## src/rtl/core/mrs_pkg.sv

```systemverilog
// shared types, constants and crc helper for the modbus rtu register slave
`default_nettype none
package mrs_pkg;

  localparam int BUFFER_BYTES_DEF   = 64;
  localparam int REGISTER_COUNT_DEF = 16;
  localparam int CNT_W              = 5;

  localparam logic [1:0] KIND_BYTE = 2'd0;
  localparam logic [1:0] KIND_TICK = 2'd1;
  localparam logic [1:0] KIND_LRD  = 2'd2;
  localparam logic [1:0] KIND_LWR  = 2'd3;

  localparam logic [1:0] CFG_DEV = 2'd0;
  localparam logic [1:0] CFG_RIN = 2'd1;
  localparam logic [1:0] CFG_GAP = 2'd2;

  localparam logic [7:0]  FN_READ   = 8'h03;
  localparam logic [7:0]  FN_WRITE1 = 8'h06;
  localparam logic [7:0]  FN_WRITEN = 8'h10;
  localparam logic [7:0]  FN_EXC    = 8'h80;
  localparam logic [7:0]  EXC_FUNC  = 8'h01;
  localparam logic [7:0]  EXC_ADDR  = 8'h02;
  localparam logic [15:0] CRC_INIT  = 16'hFFFF;
  localparam logic [15:0] CRC_POLY  = 16'hA001;

  localparam logic RES_TX  = 1'b0;
  localparam logic RES_LRD = 1'b1;

  typedef enum logic [3:0] {
    ST_IDLE, ST_LRD, ST_CHK, ST_DEC, ST_WR, ST_HDR,
    ST_RREQ, ST_RHI, ST_RLO, ST_CRCL, ST_CRCH
  } state_t;

  typedef struct packed {
    logic       wr_en;
    logic [7:0] wr_idx;
    logic [7:0] wr_data;
    logic       rd_en;
    logic [7:0] rd_idx;
  } fb_req_t;

  typedef struct packed {
    logic        wr_en;
    logic [7:0]  wr_idx;
    logic [15:0] wr_data;
    logic        rd_en;
    logic [7:0]  rd_idx;
  } rf_req_t;

  function automatic logic [15:0] crc_byte(input logic [15:0] c, input logic [7:0] b);
    logic [15:0] x;
    x = c ^ {8'h00, b};
    for (int k = 0; k < 8; k++) begin
      x = x[0] ? ((x >> 1) ^ CRC_POLY) : (x >> 1);
    end
    return x;
  endfunction

endpackage
`default_nettype wire

```

## src/rtl/core/mrs_frame_mem.sv

```systemverilog
// receive frame byte buffer, one write and one registered read port
`default_nettype none
module mrs_frame_mem #(
  parameter int BUFFER_BYTES = mrs_pkg::BUFFER_BYTES_DEF
) (
  input  wire logic            clk,
  input  wire mrs_pkg::fb_req_t req,
  output logic [7:0]           rd_data
);
  localparam int BIDX_W = $clog2(BUFFER_BYTES);

  logic [7:0] mem [BUFFER_BYTES];
  logic [7:0] rd_data_r;

  always_ff @(posedge clk) begin
    if (req.wr_en) begin
      mem[req.wr_idx[BIDX_W-1:0]] <= req.wr_data;
    end
    if (req.rd_en) begin
      rd_data_r <= mem[req.rd_idx[BIDX_W-1:0]];
    end
  end

  assign rd_data = rd_data_r;
endmodule
`default_nettype wire

```

## src/rtl/core/mrs_reg_file.sv

```systemverilog
// holding register memory with per-entry valid bits, unwritten entries read zero
`default_nettype none
module mrs_reg_file #(
  parameter int REGISTER_COUNT = mrs_pkg::REGISTER_COUNT_DEF
) (
  input  wire logic            clk,
  input  wire logic            rst_n,
  input  wire mrs_pkg::rf_req_t req,
  output logic [15:0]          rd_data
);
  localparam int RIDX_W = (REGISTER_COUNT > 1) ? $clog2(REGISTER_COUNT) : 1;

  logic [15:0]               mem [REGISTER_COUNT];
  logic [REGISTER_COUNT-1:0] vld_r;
  logic [15:0]               rd_data_r;
  logic                      rd_vld_r;

  always_ff @(posedge clk) begin
    if (req.wr_en) begin
      mem[req.wr_idx[RIDX_W-1:0]] <= req.wr_data;
    end
    if (req.rd_en) begin
      rd_data_r <= mem[req.rd_idx[RIDX_W-1:0]];
    end
  end

  always_ff @(posedge clk) begin
    if (!rst_n) begin
      vld_r    <= '0;
      rd_vld_r <= 1'b0;
    end else begin
      if (req.wr_en) begin
        vld_r[req.wr_idx[RIDX_W-1:0]] <= 1'b1;
      end
      if (req.rd_en) begin
        rd_vld_r <= vld_r[req.rd_idx[RIDX_W-1:0]];
      end
    end
  end

  assign rd_data = rd_vld_r ? rd_data_r : 16'h0000;
endmodule
`default_nettype wire

```

## src/rtl/core/modbus_rtu_register_slave.sv

```systemverilog
// modbus rtu slave top level: frame collection, evaluation sequencer and reply output
// usage:
//   input channel (in_valid/in_stall) carries one item per handshake: a received
//   byte, an idle time tick, a local register read or a local register write.
//   result channel (out_valid/out_stall) carries reply bytes (result_kind 0, tx_last
//   on the crc high byte) and local read data (result_kind 1).
//   cfg_we/cfg_index/cfg_wdata write device address, registers in use and frame gap.
// sequencing:
//   bytes, writes and non-closing ticks are taken without holding off input; a local
//   read registers the register file read, then waits on any output stall.
//   a closing tick of a frame of four or more bytes scans the frame buffer through
//   its single read port for the crc check, then decodes; a write-multiple then reads
//   two buffer bytes per register and writes it; then each header and crc byte is
//   sent, and per read register a request step and two byte steps, each byte gated
//   by the output register. input is held off (in_stall) during all of this.
// reset: synchronous, rst_n low; registers return to address 1, 16 registers, gap
//   2000; frame buffer empties and holding registers read as zero.
// stall: the output register holds its item until taken; the sequencer waits on it.
`default_nettype none
module modbus_rtu_register_slave #(
  parameter int BUFFER_BYTES   = mrs_pkg::BUFFER_BYTES_DEF,
  parameter int REGISTER_COUNT = mrs_pkg::REGISTER_COUNT_DEF
) (
  input  wire logic        clk,
  input  wire logic        rst_n,
  input  wire logic        in_valid,
  output logic             in_stall,
  input  wire logic [1:0]  in_kind,
  input  wire logic [7:0]  in_rx_byte,
  input  wire logic [3:0]  in_local_index,
  input  wire logic [15:0] in_local_value,
  output logic             out_valid,
  input  wire logic        out_stall,
  output logic             out_result_kind,
  output logic [7:0]       out_tx_byte,
  output logic             out_tx_last,
  output logic [15:0]      out_read_value,
  input  wire logic        cfg_we,
  input  wire logic [1:0]  cfg_index,
  input  wire logic [15:0] cfg_wdata
);
  localparam int LEN_W = $clog2(BUFFER_BYTES + 1);
  localparam int CNT_W = mrs_pkg::CNT_W;
  localparam logic [7:0] RC8 = 8'(REGISTER_COUNT);

  // configuration
  logic [7:0]  dev_r;
  logic [4:0]  rin_r;
  logic [15:0] gap_r;

  // frame collection
  logic [LEN_W-1:0] len_r, len_nxt;
  logic [15:0]      idle_r, idle_nxt;
  logic [LEN_W-1:0] eval_len_r, eval_len_nxt;
  logic [LEN_W-1:0] sc_r, sc_nxt;

  mrs_pkg::state_t state_r, state_nxt;
  logic [15:0] crc_r, crc_nxt;
  logic [7:0]  crc_lo_r, crc_lo_nxt, crc_hi_r, crc_hi_nxt;
  logic [7:0]  hdr_r [0:6];
  logic [7:0]  hdr_nxt [0:6];
  logic [7:0]  txb_r [0:5];
  logic [7:0]  txb_nxt [0:5];
  logic [2:0]  tx_n_r, tx_n_nxt, tk_r, tk_nxt;
  logic        tx_rd_r, tx_rd_nxt;
  logic [7:0]  start_r, start_nxt;
  logic [CNT_W-1:0] cnt_r, cnt_nxt, wi_r, wi_nxt;
  logic [1:0]  ph_r, ph_nxt;
  logic [7:0]  whi_r, whi_nxt;
  logic        lrd_zero_r, lrd_zero_nxt;

  // output register
  logic        out_valid_r, out_valid_nxt;
  logic        out_kind_r, out_kind_nxt;
  logic [7:0]  out_byte_r, out_byte_nxt;
  logic        out_last_r, out_last_nxt;
  logic [15:0] out_val_r, out_val_nxt;

  mrs_pkg::fb_req_t fb_req;
  mrs_pkg::rf_req_t rf_req;
  logic [7:0]  fb_rdata;
  logic [15:0] rf_rdata;

  mrs_frame_mem #(.BUFFER_BYTES(BUFFER_BYTES)) u_fb (
    .clk(clk), .req(fb_req), .rd_data(fb_rdata)
  );

  mrs_reg_file #(.REGISTER_COUNT(REGISTER_COUNT)) u_rf (
    .clk(clk), .rst_n(rst_n), .req(rf_req), .rd_data(rf_rdata)
  );

  logic             accept, slot_free;
  logic             emit_go, emit_last;
  logic [7:0]       emit_b;
  logic [LEN_W-1:0] pj;
  logic [15:0]      idle_inc, f_start, f_count;
  logic [16:0]      sum17;
  logic [7:0]       lim8, f_fn, lidx8;
  logic             frame_ok;
  logic [8:0]       wbyte;

  assign in_stall  = (state_r != mrs_pkg::ST_IDLE);
  assign accept    = in_valid && !in_stall;
  assign slot_free = !out_valid_r || !out_stall;

  always_comb begin
    state_nxt    = state_r;
    len_nxt      = len_r;
    idle_nxt     = idle_r;
    eval_len_nxt = eval_len_r;
    sc_nxt       = sc_r;
    crc_nxt      = crc_r;
    crc_lo_nxt   = crc_lo_r;
    crc_hi_nxt   = crc_hi_r;
    hdr_nxt      = hdr_r;
    txb_nxt      = txb_r;
    tx_n_nxt     = tx_n_r;
    tk_nxt       = tk_r;
    tx_rd_nxt    = tx_rd_r;
    start_nxt    = start_r;
    cnt_nxt      = cnt_r;
    wi_nxt       = wi_r;
    ph_nxt       = ph_r;
    whi_nxt      = whi_r;
    lrd_zero_nxt = lrd_zero_r;
    out_valid_nxt = out_valid_r && out_stall;
    out_kind_nxt = out_kind_r;
    out_byte_nxt = out_byte_r;
    out_last_nxt = out_last_r;
    out_val_nxt  = out_val_r;
    fb_req       = '0;
    rf_req       = '0;
    emit_go      = 1'b0;
    emit_last    = 1'b0;
    emit_b       = 8'h00;

    idle_inc = (idle_r == 16'hFFFF) ? idle_r : idle_r + 16'd1;
    lidx8    = {4'b0000, in_local_index};
    pj       = sc_r - LEN_W'(1);
    f_fn     = hdr_r[1];
    f_start  = {hdr_r[2], hdr_r[3]};
    f_count  = {hdr_r[4], hdr_r[5]};
    sum17    = {1'b0, f_start} + {1'b0, f_count};
    lim8     = ({3'b000, rin_r} > RC8) ? RC8 : {3'b000, rin_r};
    frame_ok = (hdr_r[0] == dev_r) && (crc_r == {crc_hi_r, crc_lo_r});
    wbyte    = 9'd7 + {3'b000, wi_r, 1'b0} + {7'b0, ph_r};

    case (state_r)
      mrs_pkg::ST_IDLE: begin
        if (accept) begin
          case (in_kind)
            mrs_pkg::KIND_BYTE: begin
              if (len_r < LEN_W'(BUFFER_BYTES)) begin
                fb_req.wr_en   = 1'b1;
                fb_req.wr_idx  = 8'(len_r);
                fb_req.wr_data = in_rx_byte;
                len_nxt        = len_r + LEN_W'(1);
              end
              idle_nxt = 16'h0000;
            end
            mrs_pkg::KIND_TICK: begin
              if (len_r != '0) begin
                if (idle_inc > gap_r) begin
                  // frame closes: latch its length and empty the collector
                  eval_len_nxt = len_r;
                  len_nxt      = '0;
                  idle_nxt     = 16'h0000;
                  sc_nxt       = '0;
                  crc_nxt      = mrs_pkg::CRC_INIT;
                  if (len_r >= LEN_W'(4)) begin
                    state_nxt = mrs_pkg::ST_CHK;
                  end
                end else begin
                  idle_nxt = idle_inc;
                end
              end
            end
            mrs_pkg::KIND_LRD: begin
              rf_req.rd_en  = lidx8 < RC8;
              rf_req.rd_idx = lidx8;
              lrd_zero_nxt  = !(lidx8 < RC8);
              state_nxt     = mrs_pkg::ST_LRD;
            end
            default: begin
              rf_req.wr_en   = lidx8 < RC8;
              rf_req.wr_idx  = lidx8;
              rf_req.wr_data = in_local_value;
            end
          endcase
        end
      end
      mrs_pkg::ST_LRD: begin
        if (slot_free) begin
          out_valid_nxt = 1'b1;
          out_kind_nxt  = mrs_pkg::RES_LRD;
          out_byte_nxt  = 8'h00;
          out_last_nxt  = 1'b0;
          out_val_nxt   = lrd_zero_r ? 16'h0000 : rf_rdata;
          state_nxt     = mrs_pkg::ST_IDLE;
        end
      end
      mrs_pkg::ST_CHK: begin
        // stream the buffer: issue read at sc, consume the byte read last cycle
        if (sc_r < eval_len_r) begin
          fb_req.rd_en  = 1'b1;
          fb_req.rd_idx = 8'(sc_r);
        end
        if (sc_r != '0) begin
          if (pj < eval_len_r - LEN_W'(2)) begin
            crc_nxt = mrs_pkg::crc_byte(crc_r, fb_rdata);
          end
          if (pj == eval_len_r - LEN_W'(2)) begin
            crc_lo_nxt = fb_rdata;
          end
          if (pj == eval_len_r - LEN_W'(1)) begin
            crc_hi_nxt = fb_rdata;
          end
          if (pj < LEN_W'(7)) begin
            hdr_nxt[pj[2:0]] = fb_rdata;
          end
        end
        if (sc_r == eval_len_r) begin
          state_nxt = mrs_pkg::ST_DEC;
        end else begin
          sc_nxt = sc_r + LEN_W'(1);
        end
      end
      mrs_pkg::ST_DEC: begin
        crc_nxt   = mrs_pkg::CRC_INIT;
        tk_nxt    = 3'd0;
        tx_rd_nxt = 1'b0;
        tx_n_nxt  = 3'd3;
        start_nxt = f_start[7:0];
        cnt_nxt   = f_count[CNT_W-1:0];
        wi_nxt    = '0;
        ph_nxt    = 2'd0;
        txb_nxt[0] = dev_r;
        txb_nxt[1] = f_fn | mrs_pkg::FN_EXC;
        txb_nxt[2] = mrs_pkg::EXC_ADDR;
        state_nxt  = mrs_pkg::ST_IDLE;
        if (frame_ok) begin
          if (f_fn == mrs_pkg::FN_READ) begin
            if (eval_len_r >= LEN_W'(6)) begin
              state_nxt = mrs_pkg::ST_HDR;
              if (sum17 <= {9'b0, lim8}) begin
                txb_nxt[1] = mrs_pkg::FN_READ;
                txb_nxt[2] = {f_count[6:0], 1'b0};
                tx_rd_nxt  = f_count != 16'h0000;
              end
            end
          end else if (f_fn == mrs_pkg::FN_WRITE1) begin
            if (eval_len_r >= LEN_W'(6)) begin
              state_nxt = mrs_pkg::ST_HDR;
              if (f_start < {8'h00, lim8}) begin
                rf_req.wr_en   = 1'b1;
                rf_req.wr_idx  = f_start[7:0];
                rf_req.wr_data = f_count;
                for (int k = 0; k < 6; k++) begin
                  txb_nxt[k] = hdr_r[k];
                end
                tx_n_nxt = 3'd6;
              end
            end
          end else if (f_fn == mrs_pkg::FN_WRITEN) begin
            if ((eval_len_r >= LEN_W'(7)) &&
                (10'(eval_len_r) >= 10'd7 + {2'b00, hdr_r[6]}) &&
                ({9'b0, hdr_r[6]} >= {f_count, 1'b0})) begin
              if (sum17 > {9'b0, lim8}) begin
                state_nxt = mrs_pkg::ST_HDR;
              end else begin
                txb_nxt[1] = mrs_pkg::FN_WRITEN;
                for (int k = 2; k < 6; k++) begin
                  txb_nxt[k] = hdr_r[k];
                end
                tx_n_nxt  = 3'd6;
                state_nxt = (f_count == 16'h0000) ? mrs_pkg::ST_HDR : mrs_pkg::ST_WR;
              end
            end
          end else begin
            txb_nxt[2] = mrs_pkg::EXC_FUNC;
            state_nxt  = mrs_pkg::ST_HDR;
          end
        end
      end
      mrs_pkg::ST_WR: begin
        // byte pairs from the buffer into consecutive registers
        case (ph_r)
          2'd0: begin
            fb_req.rd_en  = 1'b1;
            fb_req.rd_idx = wbyte[7:0];
            ph_nxt        = 2'd1;
          end
          2'd1: begin
            fb_req.rd_en  = 1'b1;
            fb_req.rd_idx = wbyte[7:0];
            whi_nxt       = fb_rdata;
            ph_nxt        = 2'd2;
          end
          default: begin
            rf_req.wr_en   = 1'b1;
            rf_req.wr_idx  = start_r + {3'b000, wi_r};
            rf_req.wr_data = {whi_r, fb_rdata};
            ph_nxt         = 2'd0;
            wi_nxt         = wi_r + CNT_W'(1);
            if (wi_r + CNT_W'(1) == cnt_r) begin
              state_nxt = mrs_pkg::ST_HDR;
            end
          end
        endcase
      end
      mrs_pkg::ST_HDR: begin
        if (slot_free) begin
          emit_go = 1'b1;
          emit_b  = txb_r[tk_r];
          tk_nxt  = tk_r + 3'd1;
          if (tk_r + 3'd1 == tx_n_r) begin
            state_nxt = tx_rd_r ? mrs_pkg::ST_RREQ : mrs_pkg::ST_CRCL;
          end
        end
      end
      mrs_pkg::ST_RREQ: begin
        rf_req.rd_en  = 1'b1;
        rf_req.rd_idx = start_r + {3'b000, wi_r};
        state_nxt     = mrs_pkg::ST_RHI;
      end
      mrs_pkg::ST_RHI: begin
        if (slot_free) begin
          emit_go   = 1'b1;
          emit_b    = rf_rdata[15:8];
          state_nxt = mrs_pkg::ST_RLO;
        end
      end
      mrs_pkg::ST_RLO: begin
        if (slot_free) begin
          emit_go = 1'b1;
          emit_b  = rf_rdata[7:0];
          wi_nxt  = wi_r + CNT_W'(1);
          state_nxt = (wi_r + CNT_W'(1) == cnt_r) ? mrs_pkg::ST_CRCL : mrs_pkg::ST_RREQ;
        end
      end
      mrs_pkg::ST_CRCL: begin
        if (slot_free) begin
          emit_go   = 1'b1;
          emit_b    = crc_r[7:0];
          state_nxt = mrs_pkg::ST_CRCH;
        end
      end
      mrs_pkg::ST_CRCH: begin
        if (slot_free) begin
          emit_go   = 1'b1;
          emit_b    = crc_r[15:8];
          emit_last = 1'b1;
          state_nxt = mrs_pkg::ST_IDLE;
        end
      end
      default: begin
        state_nxt = mrs_pkg::ST_IDLE;
      end
    endcase

    if (emit_go) begin
      out_valid_nxt = 1'b1;
      out_kind_nxt  = mrs_pkg::RES_TX;
      out_byte_nxt  = emit_b;
      out_last_nxt  = emit_last;
      out_val_nxt   = 16'h0000;
      if (state_r != mrs_pkg::ST_CRCL) begin
        crc_nxt = mrs_pkg::crc_byte(crc_r, emit_b);
      end
    end
  end

  always_ff @(posedge clk) begin
    if (!rst_n) begin
      state_r     <= mrs_pkg::ST_IDLE;
      dev_r       <= 8'd1;
      rin_r       <= 5'd16;
      gap_r       <= 16'd2000;
      len_r       <= '0;
      idle_r      <= 16'h0000;
      out_valid_r <= 1'b0;
    end else begin
      state_r     <= state_nxt;
      len_r       <= len_nxt;
      idle_r      <= idle_nxt;
      out_valid_r <= out_valid_nxt;
      if (cfg_we) begin
        case (cfg_index)
          mrs_pkg::CFG_DEV: dev_r <= cfg_wdata[7:0];
          mrs_pkg::CFG_RIN: rin_r <= cfg_wdata[4:0];
          mrs_pkg::CFG_GAP: gap_r <= cfg_wdata;
          default: ;
        endcase
      end
    end
  end

  // payload and sequencer datapath
  always_ff @(posedge clk) begin
    eval_len_r <= eval_len_nxt;
    sc_r       <= sc_nxt;
    crc_r      <= crc_nxt;
    crc_lo_r   <= crc_lo_nxt;
    crc_hi_r   <= crc_hi_nxt;
    hdr_r      <= hdr_nxt;
    txb_r      <= txb_nxt;
    tx_n_r     <= tx_n_nxt;
    tk_r       <= tk_nxt;
    tx_rd_r    <= tx_rd_nxt;
    start_r    <= start_nxt;
    cnt_r      <= cnt_nxt;
    wi_r       <= wi_nxt;
    ph_r       <= ph_nxt;
    whi_r      <= whi_nxt;
    lrd_zero_r <= lrd_zero_nxt;
    out_kind_r <= out_kind_nxt;
    out_byte_r <= out_byte_nxt;
    out_last_r <= out_last_nxt;
    out_val_r  <= out_val_nxt;
  end

  assign out_valid       = out_valid_r;
  assign out_result_kind = out_kind_r;
  assign out_tx_byte     = out_byte_r;
  assign out_tx_last     = out_last_r;
  assign out_read_value  = out_val_r;

  // a reply's last byte is never a local read result
  a_last_is_tx: assert property (@(posedge clk) disable iff (!rst_n)
    out_valid && out_tx_last |-> out_result_kind == mrs_pkg::RES_TX)
    else $error("tx_last on a local read result");

  // a local read holds off the next item until its data is out
  a_lrd_blocks: assert property (@(posedge clk) disable iff (!rst_n)
    in_valid && !in_stall && in_kind == mrs_pkg::KIND_LRD |=> in_stall)
    else $error("input accepted during local read");

  // only frames of four or more bytes are scanned
  a_chk_len: assert property (@(posedge clk) disable iff (!rst_n)
    state_r == mrs_pkg::ST_CHK |-> eval_len_r >= LEN_W'(4))
    else $error("short frame scanned");
endmodule
`default_nettype wire

```

## config.mk

```make
export PLATFORM = sky130hd
export DESIGN_NAME = modbus_rtu_register_slave
export DESIGN_NICKNAME = d
export VERILOG_FILES = /design/src/rtl/core/mrs_pkg.sv /design/src/rtl/core/mrs_frame_mem.sv /design/src/rtl/core/mrs_reg_file.sv /design/src/rtl/core/modbus_rtu_register_slave.sv
export SDC_FILE = /design/constraint.sdc
export NUM_CORES = 2
export LEC_CHECK = 0
export ABC_AREA = 1
export BUFFER_PORTS_ARGS = -buffer_cell sky130_fd_sc_hd__buf_2
export CAP_MARGIN = 5
export CORE_MARGIN = 2
export CORE_UTILIZATION = 48
export CTS_CLUSTER_DIAMETER = 100
export CTS_CLUSTER_SIZE = 12
export DETAILED_ROUTE_END_ITERATION = 6
export MAX_ROUTING_LAYER = met4
export PLACE_DENSITY_LB_ADDON = 0.12
export SLEW_MARGIN = 0
export SYNTH_ARGS = -nofsm -noshare
export SYNTH_HDL_FRONTEND = slang
export SYNTH_HIERARCHICAL = 1
export SYNTH_SLANG_ARGS = --single-unit
```

## constraint.sdc

```tcl
create_clock -name clk -period 4.5 [get_ports clk]
set_input_delay 0.225 -clock clk [delete_from_list [all_inputs] [get_ports clk]]
set_output_delay 0.225 -clock clk [all_outputs]
set_load 0.05 [all_outputs]
```

==> metrics.txt <==
fraction of layout cells with a size suffix above 1 0.09623; remaining antenna violation count 0; gr usage total 0.2583; Total Nets Final 4970; Worst path top cell family by delay simple AND/OR/NAND/NOR gates; Die Y 322.7 um; vias in the first global route around 32k; worst hold stages 3; initial cell density of the core 0.4855; Reg2Reg Depth 25; Least-Margin Pin Slew 0.9746 ns; IO buf count 80; Final Cell Area between 0.05 and 0.06 sq mm; final setup TNS 0 ns; min Tclk post-route ~4.1 ns; Top Metal Used met4; CTS tree built; Leak between 20 and 25 nW; Final period util 0.9202; Worst-path clk slew 0.06 ns; Area Overhead vs Synth 11.31%; Slew Limit Headroom 0.3479; terminus of the critical flop-to-flop path eval_len_r[6]$_DFFE_PP_; worst r2r src idle_r[0]$_SDFFE_PN0P_; sinks on the clock net 1072; Worst path slowest cell or4_4; WL final 130700 um; die area 0.1041 sq mm; CP startpoint kind flop; CP max stage delay 0.50 ns; final worst slack 0.3590 ns; Vias 34.10k; RD Place Congestion 0.9424; Worst R2R Setup Slack between 0.3 and 0.4 ns; first-pass GRT wire length 198200 um; Mapped Nets 4820; clock buffer depth 3; crit path kind reg2reg; Core ar. 0.1004 sq mm; HP Class in2reg; pwr/cell area 423.6 mW/mm^2; WL met3 7495 um; total CTS buffers 99; Reg area ~0.031 sq mm; Root Buffer clkbuf_16; Critical Path RT 4.92 ns; dpl cell area ~0.051 sq mm; total power draw between 0.02 and 0.025 W; wire per inst 20.93 um; num rows approximately 120; largest net degree at the start of global routing 137; clk_skew 0.03687 ns; HPWL after DPL 83450 um; max_cap viols 0; Syn. warnings 6; number of vias per cell 5.462; final hold violations 0; CP endpoint kind flop; htree depth 3; M1 WL 59080 um; Fin Hold WS 0.03692 ns; Mean Syn Cell Area 10.44 sq um; final setup vio count 0; Post-Synthesis Cells 4669; Bufs and invs on worst path 8; worst hold start in_rx_byte[7]; worst skew pair latency approximately 0.7 ns; 1st-pass router iterations 6; post-synthesis cell area ~0.049 sq mm; Detailed Route Iter0 Violations 3335; status finished clean; Critical Path Fanout Max 8; FILL cells 8809; area of the multi-input gates roughly 0.015 sq mm; routed wl met2 slightly above 60000 um; Max Slew Vio Count 0; Remaining DRCs 0; Highest Clock Rate between 200 and 250 MHz; num ports 81; Max IR drop VDD roughly 0.37 mV; chip width 322.7 um; CP arrival 4.57 ns; Hold EP u_fb/mem[17][7]$_DFFE_PP_; pre-CTS WS 0.2123 ns; initial antenna violation count 0; grt total ovfl 0
## layer usage
metal  track usage  up-vias
met5             -        -
met4       0.06047        0
met3       0.03083      192
met2        0.4035     1051
met1        0.3631    16430
li1              -    16430
## what timing repair did
action                                  4_1_cts  5_1_grt
hold endpoints to repair                     29        0
setup buffers                                 0        2
gates resized for setup                       0        5
hold buffers                                 25        0
endpoints found under the setup margin        0       18
## final cells by class
type                    count  area share
repair buffers            277     0.03901
multi-input cells        3066      0.2820
clock inverters             6    0.002052
well taps                1357     0.03128
inverters                 302     0.02128
clock buffers             160     0.05083
repair inverters            1   0.0001383
diodes                      1  0.00004611
flip-flops and latches   1072      0.5734
## sequential cells by signal, indices dropped and copies added (netlist names), 16 cells and up
signal / count
f_start: 16
out_read_value: 16
idle_r: 16
u_fb/mem: 512
f_count: 16
crc_r: 16
gap_r: 16
u_rf/rd_data_r: 16
u_rf/vld_r: 16
hdr_r: 16
txb_r: 48
u_rf/mem: 256
## per-stage QoR
stage,instances,util
global placement,6047,0.5089
global route,6241,0.5404
finish,6242,0.5404
detailed placement,6047,0.5089
CTS,6238,0.5400
floorplan,4669,-
## cell usage in the layout, fill, tap and decap left out, types with 7 or more instances in the layout
cell type         n
nand3_1         601
nor3_1           43
inv_1           271
clkbuf_1         58
o21ai_1          21
buf_12           14
o21ai_0         210
nand2_2          17
dfxtp_1         107
nor2_4           14
a21oi_1         124
o31ai_1           7
edfxtp_1        965
buf_4           158
buf_2            80
inv_2            17
o21a_1            9
nand4_1          19
clkbuf_16       101
xor2_1           60
ha_1             95
xnor2_1          31
nor4_1           15
dlygate4sd3_1    25
clkinv_1          9
nor2_1          445
o211ai_1         87
a22oi_1          11
o221ai_1          9
nand2_1        1142
nor2_2           24
a211oi_1         10
## worst min-delay path: cells and delay by family
family / cells / cell delay, ns
simple gates: 1 / 0.11
buf+inv: 2 / 0.18
## worst max-delay path by stage
stage / from / end / slack, ns / depth (start not counted)
2_1_floorplan: f_count[0]$_DFFE_PP_ / txb_r[0]$_DFFE_PP_ / 0.55 / 16
3_3_place_gp: idle_r[0]$_SDFFE_PN0P_ / crc_r[12]$_DFF_P_ / 0.23 / 27
3_5_place_dp: idle_r[0]$_SDFFE_PN0P_ / crc_r[8]$_DFF_P_ / 0.21 / 27
4_1_cts: idle_r[0]$_SDFFE_PN0P_ / crc_r[9]$_DFF_P_ / 0.19 / 27
5_1_grt: idle_r[0]$_SDFFE_PN0P_ / crc_r[9]$_DFF_P_ / -0.04 / 27
6_report: idle_r[0]$_SDFFE_PN0P_ / eval_len_r[6]$_DFFE_PP_ / 0.36 / 25
## where the power goes
| part | switching (W) | leakage [nW] | internal, W | total [W] |
|---|---|---|---|---|
| logic | 0.00274 | 9.25 | 0.00120 | 0.00394 |
| registers | 0.000171 | 9.72 | 0.0111 | 0.0113 |
| clock network | 0.00360 | 1.37 | 0.00419 | 0.00779 |
Power figures use the tool's default switching activity.
